### config.mk
export PLATFORM = sky130hd
export DESIGN_NAME = lifa_ctrl
export DESIGN_NICKNAME = d
export VERILOG_FILES = /design/src/rtl/core/lifa_pkg.sv /design/src/rtl/core/lifa_ctrl.sv
export SDC_FILE = /design/constraint.sdc
export NUM_CORES = 1
export LEC_CHECK = 0
export ABC_AREA = 0
export BUFFER_PORTS_ARGS = -buffer_cell sky130_fd_sc_hd__clkbuf_2
export CAP_MARGIN = 20
export CELL_PAD_IN_SITES_DETAIL_PLACEMENT = 0
export CELL_PAD_IN_SITES_GLOBAL_PLACEMENT = 1
export CORE_ASPECT_RATIO = 0.6
export CORE_UTILIZATION = 44
export CTS_BUF_LIST = sky130_fd_sc_hd__clkbuf_4 sky130_fd_sc_hd__clkbuf_8
export CTS_CLUSTER_SIZE = 14
export DETAILED_ROUTE_END_ITERATION = 6
export GPL_TIMING_DRIVEN = 0
export HOLD_SLACK_MARGIN = 0.06
export PLACE_DENSITY = 0.9
export SKIP_LAST_GASP = 1
export SLEW_MARGIN = 20
export SYNTH_ARGS = -nofsm -noshare
export SYNTH_HDL_FRONTEND = slang
export SYNTH_SLANG_ARGS = --single-unit
### constraint.sdc
create_clock -name clock -period 7.9 [get_ports clock]
set_input_delay 1.975 -clock clock [delete_from_list [all_inputs] [get_ports clock]]
set_output_delay 1.975 -clock clock [all_outputs]
set_load 0.01 [all_outputs]
### src/rtl/core/lifa_pkg.sv
// shared types and constants for the lazy-init free-list block allocator
// no dependencies

package lifa_pkg;

   localparam int LINK_W      = 11;
   localparam int BLK_W       = 10;
   localparam int REQ_DATA_W  = 16;
   localparam int REQ_USER_W  = 1;
   localparam int RSP_DATA_W  = 24;
   localparam int RSP_USER_W  = 2;
   localparam int TOTAL_RESET = 1024;

   localparam logic OP_ALLOC = 1'b0;
   localparam logic OP_FREE  = 1'b1;

   typedef struct packed {
      logic              we;
      logic [LINK_W-1:0] waddr;
      logic [LINK_W-1:0] wdata;
      logic [LINK_W-1:0] raddr;
   } mem_req_type;

   typedef struct packed {
      logic [BLK_W-1:0]  block_out;
      logic              granted;
      logic              rejected;
      logic [LINK_W-1:0] free_blocks;
   } result_type;

endpackage

### src/rtl/core/lifa_ctrl.sv
// free-list control: head, free count, lazy init pointer and pop sequencing
// depends on lifa_pkg

module lifa_ctrl #(
   parameter int MAX_BLOCKS = 1024
) (
   input  logic                       clock,
   input  logic                       reset,
   input  logic                       csr_we,
   input  logic [lifa_pkg::LINK_W-1:0] csr_wdata,
   input  logic                       accept,
   input  logic                       operation,
   input  logic [lifa_pkg::BLK_W-1:0] block_in,
   input  logic [lifa_pkg::LINK_W-1:0] mem_rdata,
   output lifa_pkg::mem_req_type      mem_req,
   output lifa_pkg::result_type       result,
   output logic                       busy
);

   import lifa_pkg::*;

   localparam logic ST_IDLE = 1'b0;
   localparam logic ST_POP  = 1'b1;
   localparam int   TOTAL_RST_I = (TOTAL_RESET > MAX_BLOCKS) ? MAX_BLOCKS : TOTAL_RESET;

   logic              state_ff, state_in;
   logic [LINK_W-1:0] total_ff, total_in;
   logic [LINK_W-1:0] head_ff, head_in;
   logic [LINK_W-1:0] free_ff, free_in;
   logic [LINK_W-1:0] init_ff, init_in;
   logic              fwd_ff, fwd_in;
   logic [LINK_W-1:0] fwd_data_ff, fwd_data_in;
   logic              oob_ff, oob_in;
   logic [LINK_W-1:0] csr_clamped;
   logic [LINK_W-1:0] blk_ext;
   logic [LINK_W-1:0] link_val;
   logic              lazy_we;

   always_comb begin
      if (csr_wdata == '0) begin
         csr_clamped = LINK_W'(1);
      end else if (32'(csr_wdata) > 32'(MAX_BLOCKS)) begin
         csr_clamped = LINK_W'(MAX_BLOCKS);
      end else begin
         csr_clamped = csr_wdata;
      end
   end

   assign blk_ext  = LINK_W'(block_in);
   assign lazy_we  = (init_ff < total_ff) && (32'(init_ff) < 32'(MAX_BLOCKS));
   assign link_val = oob_ff ? '0 : (fwd_ff ? fwd_data_ff : mem_rdata);
   assign busy     = (state_ff == ST_POP);

   always_comb begin
      state_in    = state_ff;
      total_in    = total_ff;
      head_in     = head_ff;
      free_in     = free_ff;
      init_in     = init_ff;
      fwd_in      = fwd_ff;
      fwd_data_in = fwd_data_ff;
      oob_in      = oob_ff;
      mem_req     = '{we: 1'b0, waddr: head_ff, wdata: '0, raddr: head_ff};
      result      = '{block_out: '0, granted: 1'b0, rejected: 1'b0, free_blocks: free_ff};

      unique case (state_ff)
         ST_IDLE: begin
            if (accept) begin
               if (operation == OP_ALLOC) begin
                  // lazy link of the next untouched block
                  mem_req.we    = lazy_we;
                  mem_req.waddr = init_ff;
                  mem_req.wdata = init_ff + LINK_W'(1);
                  mem_req.raddr = head_ff;
                  if (lazy_we) begin
                     init_in = init_ff + LINK_W'(1);
                  end
                  fwd_in      = lazy_we && (init_ff == head_ff);
                  fwd_data_in = init_ff + LINK_W'(1);
                  oob_in      = (32'(head_ff) >= 32'(MAX_BLOCKS));
                  if (free_ff != '0) begin
                     free_in            = free_ff - LINK_W'(1);
                     result.block_out   = head_ff[BLK_W-1:0];
                     result.granted     = 1'b1;
                     result.free_blocks = free_ff - LINK_W'(1);
                     if (free_ff == LINK_W'(1)) begin
                        head_in = '0;
                     end else begin
                        state_in = ST_POP;
                     end
                  end
               end else begin
                  if ((blk_ext >= total_ff) || (free_ff >= total_ff)) begin
                     result.rejected = 1'b1;
                  end else begin
                     mem_req.we         = 1'b1;
                     mem_req.waddr      = blk_ext;
                     mem_req.wdata      = (free_ff == '0) ? total_ff : head_ff;
                     head_in            = blk_ext;
                     free_in            = free_ff + LINK_W'(1);
                     result.granted     = 1'b1;
                     result.free_blocks = free_ff + LINK_W'(1);
                  end
               end
            end
         end
         ST_POP: begin
            head_in  = link_val;
            state_in = ST_IDLE;
         end
         default: begin
            state_in = ST_IDLE;
         end
      endcase

      // restart of the pool
      if (csr_we) begin
         total_in = csr_clamped;
         head_in  = '0;
         free_in  = csr_clamped;
         init_in  = '0;
         state_in = ST_IDLE;
      end
   end

   always_ff @(posedge clock) begin
      if (reset) begin
         state_ff <= ST_IDLE;
         total_ff <= LINK_W'(TOTAL_RST_I);
         head_ff  <= '0;
         free_ff  <= LINK_W'(TOTAL_RST_I);
         init_ff  <= '0;
         fwd_ff   <= 1'b0;
         oob_ff   <= 1'b0;
      end else begin
         state_ff <= state_in;
         total_ff <= total_in;
         head_ff  <= head_in;
         free_ff  <= free_in;
         init_ff  <= init_in;
         fwd_ff   <= fwd_in;
         oob_ff   <= oob_in;
      end
      fwd_data_ff <= fwd_data_in;
   end

endmodule

==> run_results.csv, run 1 <==
group,metric,value,unit
synth,yosys_warnings,0,
timing,slew_headroom,40.7,%
clock_tree,clock-sinks,58,
min_path,hold_class,"reg2reg",
clock_tree,cts_hold_buf,0,
global_routing,gr-usage-all-layers,32.1,%
layout,final_core_util,55.1,%
synth,synth_seq_area_share,29.4,%
placed_design,dp_slack,1220,ps
routing,first_pass_iters,5,
global_routing,antenna_found_initial,0,
global_routing,gr-total-overflow,0,
synth,synthArstFlopShare,0,%
timing,max_freq,148,MHz
synth,synth_top_area_share,21.7,%
power,peakVddDrop,0.0000969,V
run_status,status,"complete, no violations",
synth,synthCells,562,
die,rows,27,
global_routing,grt_pass1_vias,4293,
synth,ys_types,53,
placed_design,port_buffers,93,
worst_setup_path,worstPathArrival,4780,ps
worst_setup_path,start_kind,"input pin",
routing,viasPerCell,5.92,
layout,diodes,0,
synth,syn_avg_cell_area,7.70,um^2
routing,routedWlPerCell,20.0,um
routing,drc,0,
clock_tree,cts_tree,"done",
synth,netlist_area,4330,um^2
timing,skew,12.7,ps
layout,area_growth,19.1,%
routing,drtIter0Drc,534,
timing,post-route-period-util,85.5,%
timing,hold_violations,0,
placed_design,dpl.hpwl,12.8,mm
die,die_area,10200,um^2
synth,synth_edf_count,11,
synth,synth_flop_cell,"dfxtp_1",
clock_tree,clk_path_buf_depth,2,
layout,final_layout_size_suffix_gt1_share,17.4,%
die,io_pins,95,
clock_tree,post_cts_resized,0,
layout,regArea,1270,um^2
placed_design,gp_congestion,0.965,
worst_setup_path,crit_path_max_fanout,10,
timing,maxSlewViolCount,0,
die,die_y,78.8,um
clock_tree,root_buffer,"clkbuf_8",
clock_tree,post-cts-setup-buffers,0,
worst_setup_path,critPathKind,"in2out",
timing,setup_ws,1140,ps
synth,synth-seq-cells,58,
clock_tree,cts.clk_slew.worst_paths,60,ps
power,leakage,2.28,nW
synth,yosysTopAreaCell,"dfxtp_1",
job,maxCapViolCount,0,
synth,synthTopCellsByArea,"dfxtp_1, ha_1, edfxtp_1",
timing,setup_viol,0,
synth,yosys-top-cells-count,"nor2_1, nand2_1, a21oi_1, dfxtp_1, ha_1",
timing,worstMarginPinSlew,890,ps
layout,fillers,939,
global_routing,grt_start_max_net_pins,21,
timing,setup_tns,0,ps
layout,nets,738,
die,core,9360,um^2
timing,min_period,6760,ps
timing,rsz0062_at_grt,"no",
worst_setup_path,crit_required,5930,ps
layout,multi_input_area,2850,um^2
clock_tree,numCtsBuffers,9,
die,start_util,46.2,%
clock_tree,htreeDepth,3,
layout,design_area,5150,um^2
synth,synth.most_common_cell,"nor2_1",
clock_tree,insertion_delay,350,ps
synth,syn-num-nets,634,
routing,drtAntennaViolNets,0,
placed_design,postPlaceCellArea,4960,um^2
routing,vias,4739,
routing,wl,16.0,mm
global_routing,grt_pass1_wl,24.0,mm
power,powerDensity,166,nW/um^2
worst_setup_path,cp-end-kind,"output port",
die,die_x,130,um
[metrics by stage]
step	cells	power [mW]	hold WS [ps]
after floorplan	562	0.482	448
after global placement	785	0.567	461
after detailed placement	785	0.572	466
after CTS	801	0.852	474
after global routing	801	0.894	493
final	801	0.855	475
[per-layer routing]
metal	up-vias	global-route usage, %	routed length (um)
met4	0	6.51	155
met2	272	42.2	6090
met3	14	9.30	1860
met5	-	0	0
li1	2218	-	-
met1	2235	49.8	7920
[cell usage in the layout (no fill, tap or decap), drive strengths merged, types with 6 or more instances in the layout]
| master | instances |
|---|---|
| a211oi | 25 |
| a21oi | 53 |
| a22o | 6 |
| and3 | 19 |
| clkbuf | 139 |
| dfxtp | 47 |
| edfxtp | 11 |
| ha | 35 |
| inv | 17 |
| mux2i | 14 |
| nand2 | 60 |
| nand2b | 10 |
| nand3 | 10 |
| nand4 | 6 |
| nor2 | 85 |
| nor3 | 8 |
| nor4 | 10 |
| o21ai | 23 |
| o21bai | 7 |
| xnor2 | 9 |
| xor2 | 27 |
[cell type report]
class | count | share of cell area, %
buffer | 37 | 2.74
clock buffer | 13 | 3.11
clock inverter | 3 | 0.752
inverter | 18 | 1.31
multi-input combinational | 449 | 55.2
sequential | 58 | 24.7
tap | 130 | 3.16
timing repair buffer | 93 | 9.03
[power breakdown]
part	internal (mW)	switching (mW)	total, mW
clock	0.163	0.120	0.283
combinational	0.0857	0.154	0.240
sequential	0.313	0.0192	0.333
[state kept, by name, indices dropped and copies added (netlist names)]
signal,cells
head_ff,11
init_ff,11
oob_ff,1
total_ff,11
free_ff,11
fwd_data_ff,11
busy,1
fwd_ff,1
[logic make-up after synthesis]
kind of cell    after synthesis  share of synthesized area, %
buf+inv                      55                          4.83
xor+xnor                     36                          7.29
flops                        58                          29.4
simple gates                221                          24.2
mux                          14                          3.24
compound gates              143                          21.0
fa+ha+maj                    35                          10.1
[worst max-delay path, cell delays in order]
cell      delay [ps]
clkbuf_2         140
ha_1             360
a21oi_1          140
o21ai_0          110
a211oi_1         300
nand4_1          310
clkbuf_1         340
nand2_1          160
nand2_1          130
clkbuf_1         280
a211oi_1         330
clkbuf_2         200
[worst paths after layout]
kind	cells past startpoint	end	startpoint	slack, ps
hold / removal	2	oob_ff	oob_ff	470
setup / recovery	12	mem_req[11]	block_in[6]	1140
setup reg to reg	11	free_ff[7]	total_ff[6]	4760
hold reg to reg	2	oob_ff	oob_ff	470
No activity file was read; power rests on OpenSTA's default activity.
==> run 2, diff against run 1 <==
--- a/config.mk
+++ b/config.mk
@@ -5,13 +5,14 @@
 export SDC_FILE = /design/constraint.sdc
 export NUM_CORES = 1
 export LEC_CHECK = 0
-export ABC_AREA = 0
+export ABC_AREA = 1
 export BUFFER_PORTS_ARGS = -buffer_cell sky130_fd_sc_hd__clkbuf_2
 export CAP_MARGIN = 20
 export CELL_PAD_IN_SITES_DETAIL_PLACEMENT = 0
 export CELL_PAD_IN_SITES_GLOBAL_PLACEMENT = 1
 export CORE_ASPECT_RATIO = 0.6
-export CORE_UTILIZATION = 44
+export CORE_MARGIN = 2
+export CORE_UTILIZATION = 43
 export CTS_BUF_LIST = sky130_fd_sc_hd__clkbuf_4 sky130_fd_sc_hd__clkbuf_8
 export CTS_CLUSTER_SIZE = 14
 export DETAILED_ROUTE_END_ITERATION = 6
==> run 2 against run 1 <==
  * Fmax grew 1.1%
  * The flow now finishes with violations (design-rule violations)
  * Clock-buffer cell count shrank 3
  * First-iteration DRC count grew 12%
  * Utilization shrank 2.4 points
  * Combinational power grew 42%
  * Critical path type unchanged
  * Worst hold slack gained 71 ps
  * Critical path depth shrank 5
==> run_results.csv, run 2 <==
group,metric,value,unit
power,powerDensity,176,nW/um^2
worst_setup_path,critPathKind,"in2out",
timing,maxSlewViolCount,0,
placed_design,gp_congestion,0.946,
job,maxCapViolCount,0,
run_status,status,"complete, but fails checks",
timing,setup_viol,0,
power,peakVddDrop,0.000100,V
placed_design,dp_slack,1250,ps
synth,yosys-top-cells-count,"nand2_1, nor2_1, inv_1, o21ai_0, dfxtp_1",
worst_setup_path,cp-end-kind,"output port",
placed_design,port_buffers,92,
synth,synthCells,736,
timing,min_period,6690,ps
synth,yosys_warnings,0,
clock_tree,numCtsBuffers,9,
timing,post-route-period-util,84.6,%
routing,drtIter0Drc,598,
die,core,10700,um^2
layout,area_growth,17.7,%
timing,rsz0062_at_grt,"no",
layout,design_area,5660,um^2
timing,slew_headroom,26.0,%
timing,worstMarginPinSlew,1110,ps
global_routing,antenna_found_initial,0,
global_routing,gr-usage-all-layers,31.7,%
global_routing,grt_pass1_vias,5078,
worst_setup_path,cpMaxStageDelayCell,"nor2_2",
layout,nets,911,
synth,synth-seq-cells,58,
synth,synthTopCellsByArea,"dfxtp_1, nand2_1, ha_1",
min_path,hold_class,"reg2reg",
die,die_x,140,um
synth,synthArstFlopShare,0,%
clock_tree,root_buffer,"clkbuf_8",
synth,syn_avg_cell_area,6.53,um^2
routing,wl,19.0,mm
clock_tree,post-cts-setup-buffers,0,
layout,multi_input_area,3030,um^2
placed_design,postPlaceCellArea,5440,um^2
routing,viasPerCell,5.80,
clock_tree,cts_hold_buf,0,
global_routing,gr-total-overflow,0,
synth,synth.most_common_cell,"nand2_1",
layout,final_cell_mix,"nand2_1, nor2_1, clkbuf_2",
synth,yosysTopAreaCell,"dfxtp_1",
timing,skew,8.98,ps
synth,synth_flop_cell,"dfxtp_1",
worst_setup_path,critical_path_buf_inv_count,4,
global_routing,grt_start_max_net_pins,19,
timing,max_freq,150,MHz
layout,diodes,0,
die,die_y,85.9,um
layout,regArea,1270,um^2
synth,netlist_area,4800,um^2
clock_tree,clock-sinks,58,
synth,synth_top_area_share,19.6,%
clock_tree,clk_path_buf_depth,2,
clock_tree,insertion_delay,350,ps
layout,final_layout_size_suffix_gt1_share,17.2,%
synth,syn-num-nets,808,
layout,stdcell_count,983,
routing,vias,5698,
power,leakage,2.62,nW
clock_tree,post_cts_resized,0,
routing,first_pass_iters,7,
worst_setup_path,crit_family,"buffers and inverters",
worst_setup_path,crit_path_max_fanout,18,
timing,whs,545,ps
layout,fillers,1080,
timing,setup_tns,0,ps
timing,setup_ws,1210,ps
routing,drtAntennaViolNets,0,
synth,synth_seq_area_share,26.5,%
worst_setup_path,slowest_delay,890,ps
worst_setup_path,start_kind,"input pin",
placed_design,placed_cells,967,
die,die_area,12100,um^2
clock_tree,cts_tree,"done",
worst_setup_path,crit_top_cell,"clkbuf_2",
timing,hold_violations,0,
worst_setup_path,crit_required,5930,ps
placed_design,dpl.hpwl,14.6,mm
global_routing,grt_pass1_wl,28.9,mm
synth,ys_types,44,
routing,routedWlPerCell,19.3,um
clock_tree,htreeDepth,3,
run_status,violations,"design-rule violations",
die,io_pins,95,
clock_tree,cts.clk_slew.worst_paths,70,ps
synth,synth_edf_count,11,
die,start_util,44.7,%
die,rows,29,
worst_setup_path,cp_cell_sequence,"clkbuf_2 > nand2_2 > nor2_2 > clkinv_1 > clkbuf_1 > nor2_1 > clkbuf_2",
routing,drc,3,
layout,final_common_cell,"nand2_1",
worst_setup_path,worstPathArrival,4710,ps
run 2: changes by cell type in the layout (fill, tap and decap cells not counted), sizes merged, moves of 10 or more:
cell,before,now
mux2i,14,0
and3,19,0
nand2,60,160
o21ai,23,76
nand2b,10,0
nand3,10,39
nor2,85,112
inv,17,87
a211oi,25,5
clkbuf,139,119
buf,4,14
run 2: worst paths after layout:
kind                from     endpoint  slack (ps)  cells past startpoint
max               accept   result[13]        1210                      7
max reg2reg         busy   init_ff[8]        5230                      7
min          free_ff[10]  free_ff[10]         550                      2
min reg2reg  free_ff[10]  free_ff[10]         550                      2
run 2: layout make-up:
type | count | share of cell area, %
plain buffers | 31 | 2.85
clock buffers | 10 | 2.43
clock inverters | 6 | 1.42
inverters | 90 | 5.97
multi-input cells | 557 | 53.6
flip-flops and latches | 58 | 22.5
well taps | 139 | 3.07
repair buffers | 92 | 8.14
run 2: power breakdown:
part	internal [mW]	leakage [nW]	switching, mW	total [mW]
Clock	0.184	0.107	0.134	0.318
Combinational	0.110	2.03	0.232	0.341
Sequential	0.317	0.486	0.0197	0.336
run 2: logic make-up (layout without fill, tap and decap cells):
family / after synthesis / in the layout / share of synthesized area [%]
compound gates: 169 / 169 / 20.3
xor+xnor: 18 / 18 / 3.28
fa+ha+maj: 35 / 35 / 9.11
buf+inv: 121 / 229 / 10.4
flops: 58 / 58 / 26.5
simple gates: 335 / 335 / 30.4
run 2: worst min-delay path, delay by kind of cell (launching register included):
kind,cells,cell delay [ps]
DFF,1,360
and+or+nand+nor,2,130
run 2: layer usage:
metal | vias up | share of wire [%] | track usage [%]
met5 | - | 0 | 0
met4 | 0 | 0.63 | 5.00
met3 | 18 | 13 | 10.1
met2 | 355 | 39 | 44.3
met1 | 2660 | 48 | 47.9
li1 | 2665 | - | -
run 2: through the flow:
step | utilization (%) | power (mW)
floorplan | - | 0.550
global placement | 50.6 | 0.666
detailed placement | 50.6 | 0.671
CTS | 52.7 | 0.986
global route | 52.7 | 1.04
finish | 52.7 | 0.995
==> run 3, diff against run 2 <==
--- a/config.mk
+++ b/config.mk
@@ -5,20 +5,20 @@
 export SDC_FILE = /design/constraint.sdc
 export NUM_CORES = 1
 export LEC_CHECK = 0
-export ABC_AREA = 1
+export ABC_AREA = 0
 export BUFFER_PORTS_ARGS = -buffer_cell sky130_fd_sc_hd__clkbuf_2
 export CAP_MARGIN = 20
 export CELL_PAD_IN_SITES_DETAIL_PLACEMENT = 0
 export CELL_PAD_IN_SITES_GLOBAL_PLACEMENT = 1
 export CORE_ASPECT_RATIO = 0.6
 export CORE_MARGIN = 2
-export CORE_UTILIZATION = 43
+export CORE_UTILIZATION = 41
 export CTS_BUF_LIST = sky130_fd_sc_hd__clkbuf_4 sky130_fd_sc_hd__clkbuf_8
 export CTS_CLUSTER_SIZE = 14
 export DETAILED_ROUTE_END_ITERATION = 6
 export GPL_TIMING_DRIVEN = 0
 export HOLD_SLACK_MARGIN = 0.06
-export PLACE_DENSITY = 0.9
+export PLACE_DENSITY = 0.85
 export SKIP_LAST_GASP = 1
 export SLEW_MARGIN = 20
 export SYNTH_ARGS = -nofsm -noshare
==> constraint.sdc (replaced) <==
create_clock -name clock -period 6.6 [get_ports clock]
set_input_delay 1.65 -clock clock [delete_from_list [all_inputs] [get_ports clock]]
set_output_delay 1.65 -clock clock [all_outputs]
set_load 0.01 [all_outputs]
==> run 3 against run 2 <==
  * The run now ends clean
  * Die area fell by 5.3%
  * Sequential power rose by 18%
  * Routed wire length fell by 15%
==> run_results.csv, run 3 (same netlist as run 1, synthesis figures left out) <==
group,metric,value,unit
clock_tree,post-cts-setup-buffers,0,
layout,diodes,0,
global_routing,grt_pass1_wl,24.9,mm
routing,drtAntennaViolNets,0,
timing,setup_tns,0,ps
die,start_util,43.0,%
worst_setup_path,cpMaxStageDelayCell,"clkbuf_1",
global_routing,antenna_found_initial,0,
global_routing,grt_start_max_net_pins,21,
worst_setup_path,crit_top_cell,"nand2_1",
die,die_y,83.6,um
routing,routedWlPerCell,20.1,um
layout,final_core_util,51.3,%
worst_setup_path,slowest_delay,410,ps
clock_tree,post_cts_resized,0,
timing,whs,478,ps
clock_tree,cts_tree,"done",
power,powerDensity,198,nW/um^2
worst_setup_path,crit_path_max_fanout,10,
placed_design,dpl.hpwl,12.7,mm
layout,final_common_cell,"clkbuf_2",
clock_tree,htreeDepth,3,
layout,final_cell_mix,"clkbuf_2, nor2_1, nand2_1",
timing,min_period,6010,ps
worst_setup_path,critPathKind,"in2out",
clock_tree,clk_path_buf_depth,2,
min_path,hold_class,"reg2reg",
routing,wl,16.2,mm
clock_tree,clock-sinks,58,
die,die_x,137,um
power,peakVddDrop,0.0000944,V
placed_design,dp_slack,680,ps
routing,viasPerCell,5.81,
clock_tree,root_buffer,"clkbuf_8",
timing,max_freq,166,MHz
worst_setup_path,worstPathArrival,4360,ps
layout,nets,738,
timing,slew_headroom,35.5,%
die,rows,28,
power,leakage,2.28,nW
clock_tree,cts.clk_slew.worst_paths,70,ps
layout,area_growth,19.3,%
global_routing,grt_pass1_vias,4258,
power,p_total,1.02,mW
die,core,10100,um^2
timing,skew,6.77,ps
job,maxCapViolCount,0,
timing,maxSlewViolCount,0,
worst_setup_path,cp_cell_sequence,"clkbuf_2 > ha_1 > nand4b_1 > a211oi_1 > a211oi_1 > nand4_1 > clkbuf_1 > nand2_1 > nand2_1 > clkbuf_1 > nand2_1 > o21ai_0 > clkbuf_2",
timing,post-route-period-util,91.1,%
timing,rsz0062_at_grt,"no",
worst_setup_path,start_kind,"input pin",
run_status,status,"complete, no violations",
die,die_area,11400,um^2
routing,drc,0,
clock_tree,insertion_delay,350,ps
clock_tree,numCtsBuffers,9,
worst_setup_path,crit_required,4950,ps
placed_design,gp_congestion,0.938,
routing,vias,4677,
routing,drtIter0Drc,404,
timing,setup_viol,0,
placed_design,port_buffers,93,
timing,worstMarginPinSlew,967,ps
timing,hold_violations,0,
global_routing,gr-usage-all-layers,28.9,%
routing,first_pass_iters,7,
layout,final_layout_size_suffix_gt1_share,17.5,%
clock_tree,cts_hold_buf,0,
worst_setup_path,cp-end-kind,"output port",
die,io_pins,95,
timing,setup_ws,590,ps
global_routing,gr-total-overflow,0,
run 3: area by class of cell:
| cell class | instances | area [um^2] |
|---|---|---|
| fillers | 1016 | 4890 |
| well taps | 135 | 169 |
| repair buffers | 93 | 465 |
| flip-flops and latches | 58 | 1270 |
| inverters | 18 | 67.6 |
| multi-input cells | 449 | 2850 |
| plain buffers | 37 | 141 |
| clock inverters | 3 | 40.0 |
| clock buffers | 12 | 159 |
run 3: worst max-delay path, delay by kind of cell:
| kind | cells | cell delay [ps] |
|---|---|---|
| AO/OA/AOI/OAI | 3 | 430 |
| adder cells (fa/ha/maj) | 1 | 340 |
| buffers and inverters | 4 | 1130 |
| AND/OR/NAND/NOR | 5 | 800 |
run 3: path summary, 6_finish.rpt:
kind	from	endpoint	slack, ps	cells past startpoint
worst min register to register	total_ff[4]	total_ff[4]	480	2
worst max-delay path	block_in[9]	mem_req[24]	590	13
worst min-delay path	total_ff[4]	total_ff[4]	480	2
worst max register to register	total_ff[6]	free_ff[4]	3590	12
run 3: power breakdown:
group	internal, mW	switching, mW
logic	0.103	0.183
clock network	0.196	0.144
registers	0.375	0.0224
total	0.673	0.349
run 3: stage by stage:
| step | std cells | cell area (um^2) |
|---|---|---|
| floorplan | 562 | 4330 |
| global placement | 790 | 4960 |
| detailed placement | 790 | 4960 |
| CTS | 805 | 5160 |
| global route | 805 | 5160 |
| finish | 805 | 5160 |
run 3: per-layer routing:
layer | track usage, % | part of all wire, % | vias up
li1 | - | - | 2207
met1 | 45.8 | 49 | 2191
met2 | 38.3 | 38 | 262
met3 | 7.59 | 12 | 17
met4 | 5.21 | 0.86 | 0
met5 | 0 | 0 | -
